`src/hw/rtl/rsr_pkg.sv`:
```
// Shared types and constants of the Rodrigues symmetry reduction block.
package rsr_pkg;

  localparam int VALUE_WIDTH_DEF = 32;
  localparam int FRAC_BITS_DEF   = 16;
  localparam int QUEUE_DEPTH     = 2;
  localparam int DIST_W          = 59;
  localparam int THRESH_INT      = 100000000;
  localparam logic [DIST_W-1:0] DIST_MAX = '1;

  typedef struct packed {
    logic last;
    logic skip;
  } rsr_ctl_t;

  typedef enum logic [2:0] {
    BK_IDLE,
    BK_LOAD,
    BK_DIV,
    BK_FIX,
    BK_SQ,
    BK_CMP,
    BK_FINISH
  } rsr_bk_state_t;

endpackage

```
`src/hw/rtl/rsr_queue.sv`:
```
// Short queue that decouples the front end from the divide and compare back end.
module rsr_queue
  import rsr_pkg::*;
#(
  parameter int DATA_W = 288,
  parameter int DEPTH  = QUEUE_DEPTH
) (
  input  logic              clk,
  input  logic              rst,
  input  logic              push,
  input  logic [DATA_W-1:0] push_data,
  input  rsr_ctl_t          push_ctl,
  output logic              full,
  input  logic              pop,
  output logic              head_valid,
  output logic [DATA_W-1:0] head_data,
  output rsr_ctl_t          head_ctl
);
  localparam int AW = (DEPTH > 1) ? $clog2(DEPTH) : 1;
  localparam int CW = $clog2(DEPTH + 1);

  logic [DATA_W-1:0] data_q [DEPTH];
  rsr_ctl_t          ctl_q  [DEPTH];
  logic [AW-1:0]     wr_ptr, rd_ptr;
  logic [CW-1:0]     count;

  assign full       = (count == CW'(DEPTH));
  assign head_valid = (count != '0);
  assign head_data  = data_q[rd_ptr];
  assign head_ctl   = ctl_q[rd_ptr];

  always_ff @(posedge clk) begin
    if (rst) begin
      wr_ptr <= '0;
      rd_ptr <= '0;
      count  <= '0;
    end else begin
      if (push) begin
        wr_ptr <= (wr_ptr == AW'(DEPTH - 1)) ? '0 : wr_ptr + 1'b1;
      end
      if (pop) begin
        rd_ptr <= (rd_ptr == AW'(DEPTH - 1)) ? '0 : rd_ptr + 1'b1;
      end
      if (push && !pop) begin
        count <= count + 1'b1;
      end else if (pop && !push) begin
        count <= count - 1'b1;
      end
    end
  end

  always_ff @(posedge clk) begin
    if (push) begin
      data_q[wr_ptr] <= push_data;
      ctl_q[wr_ptr]  <= push_ctl;
    end
  end
endmodule

```
`config.mk`:
```
export PLATFORM = sky130hd
export DESIGN_NAME = rsr_queue
export DESIGN_NICKNAME = d
export VERILOG_FILES = /design/src/hw/rtl/rsr_pkg.sv /design/src/hw/rtl/rsr_queue.sv
export SDC_FILE = /design/constraint.sdc
export NUM_CORES = 1
export LEC_CHECK = 0
export BUFFER_PORTS_ARGS = -buffer_cell sky130_fd_sc_hd__buf_2
export CELL_PAD_IN_SITES_DETAIL_PLACEMENT = 2
export CELL_PAD_IN_SITES_GLOBAL_PLACEMENT = 2
export CORE_MARGIN = 2
export CORE_UTILIZATION = 42
export DETAILED_ROUTE_END_ITERATION = 6
export GPL_ROUTABILITY_DRIVEN = 0
export GPL_TIMING_DRIVEN = 0
export PLACE_DENSITY = 0.95
export SLEW_MARGIN = 20
export SYNTH_ARGS = -nofsm -noshare
export SYNTH_HDL_FRONTEND = slang
export SYNTH_SLANG_ARGS = --single-unit
```
`constraint.sdc`:
```
create_clock -name clk -period 30.2 [get_ports clk]
set_input_delay 4.53 -clock clk [delete_from_list [all_inputs] [get_ports clk]]
set_output_delay 4.53 -clock clk [all_outputs]
set_load 0.005 [all_outputs]
```
==> flow_metrics.py, run 1 <==
metrics = {
    "critical_path": {
        "r2r_start": "wr_ptr",
        "critPathMaxStageDelay_ps": 420,
        "path_class": "reg2out",
        "rr_endpoint": "data_q[0][219]",
        "path_cells": "buf_4 > buf_2 > mux2_2 > buf_2",
        "cp.required_ps": 25670,
        "cp_max_fo": 10,
        "cp_top_family": "buffers and inverters",
        "worstPathArrival_ps": 2200,
        "start_kind": "register",
        "ff2ff_path_depth": 6,
        "worst-path-buf-inv": 3,
        "slowest_stage": "mux2_2",
        "r2r_setup_slack_ps": 27850,
        "end_kind": "output port",
        "path_common_cell": "buf_2",
    },
    "sta": {
        "rsz0062_at_grt": "false",
        "fin_setup_tns_ps": 0,
        "clock-skew-final_ps": 15.9,
        "period_needed_ps": 6730,
        "whs_ps": 648,
        "final_max_slew_viol_count": 0,
        "setup_ws_ps": 23470,
        "hold_viol": 0,
        "period_share_pct": 22.3,
        "relSlewSlack_pct": 57.8,
        "setup_viol": 0,
        "fmax_mhz": 149,
        "tightest_slew_ps": 631,
    },
    "clocking": {
        "cts_made_buffers": 61,
        "cts_tree": "done",
        "cts_resized": 0,
        "post_cts_buffers": 0,
        "clk_pin_slew_ps": 60,
        "cts_hold_buf": 0,
        "root_buffer": "clkbuf_16",
        "cts_max_level": 2,
        "clkSinkCount": 585,
        "cts_buffer_depth": 3,
        "clock_latency_ps": 610,
    },
    "floorplan": {
        "core.rowCount": 82,
        "die_y_um": 230,
        "start_util_pct": 42.7,
        "ios": 586,
        "core_area_um2": 50400,
        "fp.dieArea_um2": 53000,
        "die_w_um": 230,
    },
    "synthesis": {
        "synth.cell_area_um2": 21500,
        "netlist_top_cells_count": "edfxtp_1 (580), mux2_2 (190), mux2_4 (100), buf_2 (20), buf_6 (11)",
        "synth_top_family_by_area": "multiplexers",
        "synth.area.top_cells": "edfxtp_1 (81%), mux2_2 (10%), mux2_4 (7.0%), buf_6 (0.58%), buf_2 (0.47%)",
        "synthArstFlopShare_pct": 0,
        "yosysMostFrequentCell": "edfxtp_1",
        "synth.distinct_cells": 18,
        "synth-compound-area-share_pct": 0.0466,
        "synth_seq_cells": 585,
        "avgSynthCellArea_um2": 23.3,
        "synthesis.nets": 1219,
        "synth-simple-area-share_pct": 0.215,
        "ys_dominant_reg_cell": "edfxtp_1",
        "synth_top_area_share_pct": 81.0,
        "synth_top_cell_by_area": "edfxtp_1",
        "seq_area_frac_synth_pct": 81.5,
        "synth_fa_ha_area_share_pct": 0.0582,
        "ys_warn_count": 0,
        "yosys.area_share.xor_xnor_pct": 0.163,
        "synthCells": 924,
        "synth_enable_flop_cells": 580,
        "synthMuxAreaShare_pct": 16.9,
    },
    "global_route": {
        "busiest_layer": "met2",
        "grt_max_degree": 56,
        "use_met3_pct": 7.74,
        "use_met1_pct": 26.9,
        "overflow": 0,
        "grt_usage_pct": 27.3,
        "grt_pass1_wl_um": 102000,
        "met2_usage_pct": 53.0,
        "grt_pass1_vias": 13700,
        "antenna_found_initial": 33,
    },
    "final_layout": {
        "layout.nets": 1887,
        "syn2layout_area_growth_pct": 28.9,
        "drive_above_1_share_pct": 61.7,
    },
    "power_and_ir_drop": {
        "power_frac_clock_pct": 37.8,
        "net-switching-power_uw": 455,
        "p_comb_share_pct": 11.9,
        "p_int_mw": 1.47,
        "p_leak_nw": 10.6,
        "seq_power_share_pct": 50.3,
        "irDropWorstVdd_v": 0.0000480,
        "switching_share_pct": 23.7,
        "powerDensity_nw_per_um2": 69.4,
    },
    "routing": {
        "drtIter0Drc": 750,
        "first_pass_iters": 4,
        "drt_wl_total_um": 73100,
        "drc_errors": 0,
        "dr_total_vias": 11900,
        "wl_per_cell_um": 31.3,
        "antenna_left": 0,
        "viasPerCell": 5.12,
    },
    "hold_path": {
        "hp-class": "reg2reg",
        "hold_depth": 2,
        "hold_start": "wr_ptr",
        "hold_path_end": "wr_ptr",
    },
    "placed_design": {
        "dpl_worst_slack_ps": 23470,
        "dp_hpwl_um": 51700,
        "port_buffers": 585,
    },
    "outcome": {
        "status": "complete, no violations",
    },
    "job": {
        "cap_violations": 0,
    },
}
worst reg2reg max path, delay by kind of cell, from the launching register on:
family	cells	cell delay, ps
DFF	1	360
and+or+nand+nor	1	530
buffers and inverters	5	1120
state kept, by name, indices dropped and copies added, names as in the netlist, named ones only:
signal	flops
rd_ptr	1
wr_ptr	1
count	2
ctl_q	4
data_q	576
per-layer routing:
layer	part of all wire [%]	wire length [um]
met4	3.5	2600
met1	33	23900
met3	6.9	5020
met5	0.19	141
met2	57	41500
through the flow:
stage,std cells,power (mW),instance area (um^2),util [%]
CTS,2312,1.94,27700,54.9
global route,2329,1.98,27700,55.0
finish,2334,1.92,27700,55.0
global placement,2181,1.20,25300,50.2
detailed placement,2201,1.21,25800,51.2
floorplan,924,1.10,21500,-
cell families (layout without fill, tap and decap cells):
kind of cell	Yosys count	after routing
XOR/XNOR	4	4
multiplexers	290	290
flip-flops	585	585
other	0	22
AO/OA/AOI/OAI	2	2
buffers and inverters	33	749
AND/OR/NAND/NOR	9	9
adder cells (fa/ha/maj)	1	1
worst max-delay path by stage:
| stage | startpoint | end | slack, ps | cells after the start |
|---|---|---|---|---|
| floorplan | push | ctl_q[0][0] | 12220 | 1 |
| global placement | push | data_q[0][223] | 5380 | 2 |
| detailed placement | push | data_q[0][220] | 23470 | 7 |
| CTS | register | head_data[262] | 23410 | 5 |
| global route | register | head_data[262] | 23410 | 5 |
| finish | register | head_data[38] | 23470 | 4 |
power by group through the flow:
stage / combinational (mW) / sequential [mW] / clock [mW]
4_1_cts: 0.231 / 0.969 / 0.742
6_report: 0.228 / 0.968 / 0.728
3_5_place_dp: 0.226 / 0.983 / 0
3_3_place_gp: 0.193 / 1.00 / 0
2_1_floorplan: 0.102 / 0.993 / 0
5_1_grt: 0.240 / 0.971 / 0.770
layout make-up:
class                           count  area, um^2
Fill cell                        4332       22700
Sequential cell                   585       17500
Multi-Input combinational cell    306        3750
Timing Repair Buffer              605        3430
Clock buffer                       75        1580
Tap cell                          672         841
Clock inverter                     36         290
Buffer                             32         231
Antenna cell                       22        55.1
Inverter                            1        3.75
layout by cell type, fill, tap and decap left out:
cell type	n
bufinv_16	5
buf_16	14
clkinv_4	1
xnor2_1	2
or2_2	1
o21ai_0	1
mux2_4	100
diode_2	22
nor2b_1	1
buf_6	11
mux2_2	190
inv_1	1
nor2b_4	1
or3_1	1
a21oi_1	1
clkinv_1	15
buf_2	605
xor2_1	2
edfxtp_1	580
nor2_1	4
buf_12	6
clkinv_2	15
dfxtp_1	5
and2_4	1
clkbuf_16	61
ha_1	1
clkbuf_1	14
buf_4	1
(Power assumes the default switching activity.)
==> run 2: changes to the inputs <==
Settings changed: CORE_UTILIZATION 42 to 39, PLACE_DENSITY 0.95 to 0.9.
Clock period 30.2 ns to 7.02 ns, I/O delays scaled along.
==> run 2 against run 1 <==
  * Clock skew grew 8.4 ps
  * Non-clock buffer count is 1 lower
  * First-iteration DRC count shrank 30%
  * Global-route usage decreased by 4.1 points
  * Critical endpoint is now head_data[186]
  * Design area is 0.10% higher
  * Sequential share of layout area decreased by 0.066 points
  * Via count fell by 2.7%
  * Combinational power grew to 4.2 times the previous value
==> flow_metrics.py, run 2 (synthesis gave the netlist of run 1 again) <==
metrics = {
    "outcome": {
        "status": "complete, no violations",
    },
    "clocking": {
        "clock_latency_ps": 600,
        "cts_buffer_depth": 3,
        "cts_resized": 0,
        "cts_max_level": 3,
        "root_buffer": "clkbuf_16",
        "cts_tree": "done",
        "post_cts_buffers": 0,
        "clk_pin_slew_ps": 60,
        "cts_hold_buf": 0,
        "clkSinkCount": 585,
        "cts_made_buffers": 66,
    },
    "power_and_ir_drop": {
        "seq_power_share_pct": 50.2,
        "p_int_mw": 6.33,
        "switching_share_pct": 23.5,
        "power_frac_clock_pct": 38.4,
        "net-switching-power_mw": 1.95,
        "powerDensity_nw_per_um2": 299,
        "p_leak_nw": 10.6,
        "irDropWorstVdd_v": 0.000227,
        "p_comb_share_pct": 11.5,
    },
    "final_layout": {
        "nFillCells": 4879,
        "syn2layout_area_growth_pct": 29.0,
        "regArea_um2": 17500,
        "multi_input_area_um2": 3750,
        "drive_above_1_share_pct": 61.7,
        "largestRegisters": "data_q: 576 flops, ctl_q: 4 flops, count: 2 flops",
        "regMostFlops": "data_q",
        "largest_reg_flops": 576,
        "final_cell_mix": "buf_2 (605), edfxtp_1 (580), mux2_2 (190)",
        "layout.nets": 1891,
        "final_common_cell": "buf_2",
    },
    "critical_path": {
        "end_kind": "output port",
        "r2r_setup_slack_ps": 4620,
        "cp.required_ps": 5970,
        "path_class": "reg2out",
        "start_kind": "register",
        "cp_max_fo": 10,
        "worstPathArrival_ps": 2140,
    },
    "floorplan": {
        "core_area_um2": 54800,
        "fp.dieArea_um2": 57000,
        "core.rowCount": 86,
        "die_w_um": 239,
        "die_y_um": 239,
        "ios": 586,
        "start_util_pct": 39.2,
    },
    "routing": {
        "drc_errors": 0,
        "drt_wl_total_um": 67100,
        "first_pass_iters": 4,
        "drtIter0Drc": 523,
        "viasPerCell": 4.93,
        "dr_total_vias": 11600,
        "wl_per_cell_um": 28.5,
        "antenna_left": 0,
    },
    "global_route": {
        "grt_max_degree": 56,
        "grt_pass1_wl_um": 94300,
        "grt_usage_pct": 23.2,
        "grt_pass1_vias": 13400,
        "overflow": 0,
        "antenna_found_initial": 27,
    },
    "hold_path": {
        "hp-class": "reg2reg",
    },
    "sta": {
        "period_needed_ps": 3190,
        "tightest_slew_ps": 612,
        "period_share_pct": 45.5,
        "relSlewSlack_pct": 59.1,
        "fmax_mhz": 313,
        "fin_setup_tns_ps": 0,
        "setup_viol": 0,
        "final_max_slew_viol_count": 0,
        "clock-skew-final_ps": 24.3,
        "whs_ps": 523,
        "rsz0062_at_grt": "false",
        "hold_viol": 0,
    },
    "placed_design": {
        "port_buffers": 585,
        "dp_hpwl_um": 47800,
    },
    "job": {
        "cap_violations": 0,
    },
}
run 2: stage by stage:
stage	cells	total power [mW]	worst slack (ps)	util, %	area (um^2)
after floorplan	924	4.66	1200	-	21500
after global placement	2213	5.07	-1290	46.2	25300
after detailed placement	2232	5.17	3760	47.1	25800
after CTS	2344	8.39	3730	50.6	27700
after global routing	2355	8.55	3720	50.6	27700
final	2357	8.28	3830	50.6	27700
run 2: worst max-delay path, stage by stage, from the launching register on:
cell and delay, ps:
dfxtp_1 320, buf_4 250, buf_6 250, buf_6 240, mux2_4 350, buf_2 130
run 2: per-layer routing:
metal	up-vias	track usage (%)	routed length [um]
met5	-	0	167
met4	26	9.91	2600
met3	171	7.79	4990
met2	486	44.0	37500
met1	5881	22.8	21900
li1	5063	-	-
run 2: power groups by stage:
stage / combinational, mW / sequential (mW) / clock (mW)
detailed placement: 0.949 / 4.22 / 0
floorplan: 0.441 / 4.21 / 0
CTS: 0.966 / 4.16 / 3.26
global route: 1.01 / 4.17 / 3.37
finish: 0.949 / 4.15 / 3.18
global placement: 0.834 / 4.24 / 0
run 2: final timing paths:
check,from,to,cells after the start
hold reg to reg,count[1],count[1],2
setup reg to reg,wr_ptr,data_q[0][131],6
hold / removal,count[1],count[1],2
setup / recovery,register,head_data[186],5
run 2: layout make-up:
type                    count  share of cell area, %
multi-input cells         306                   13.5
clock buffers              82                   6.25
flip-flops and latches    585                   63.2
diodes                     13                  0.117
repair buffers            604                   12.2
plain buffers              32                  0.835
inverters                   1                 0.0135
clock inverters            30                  0.713
well taps                 704                   3.18
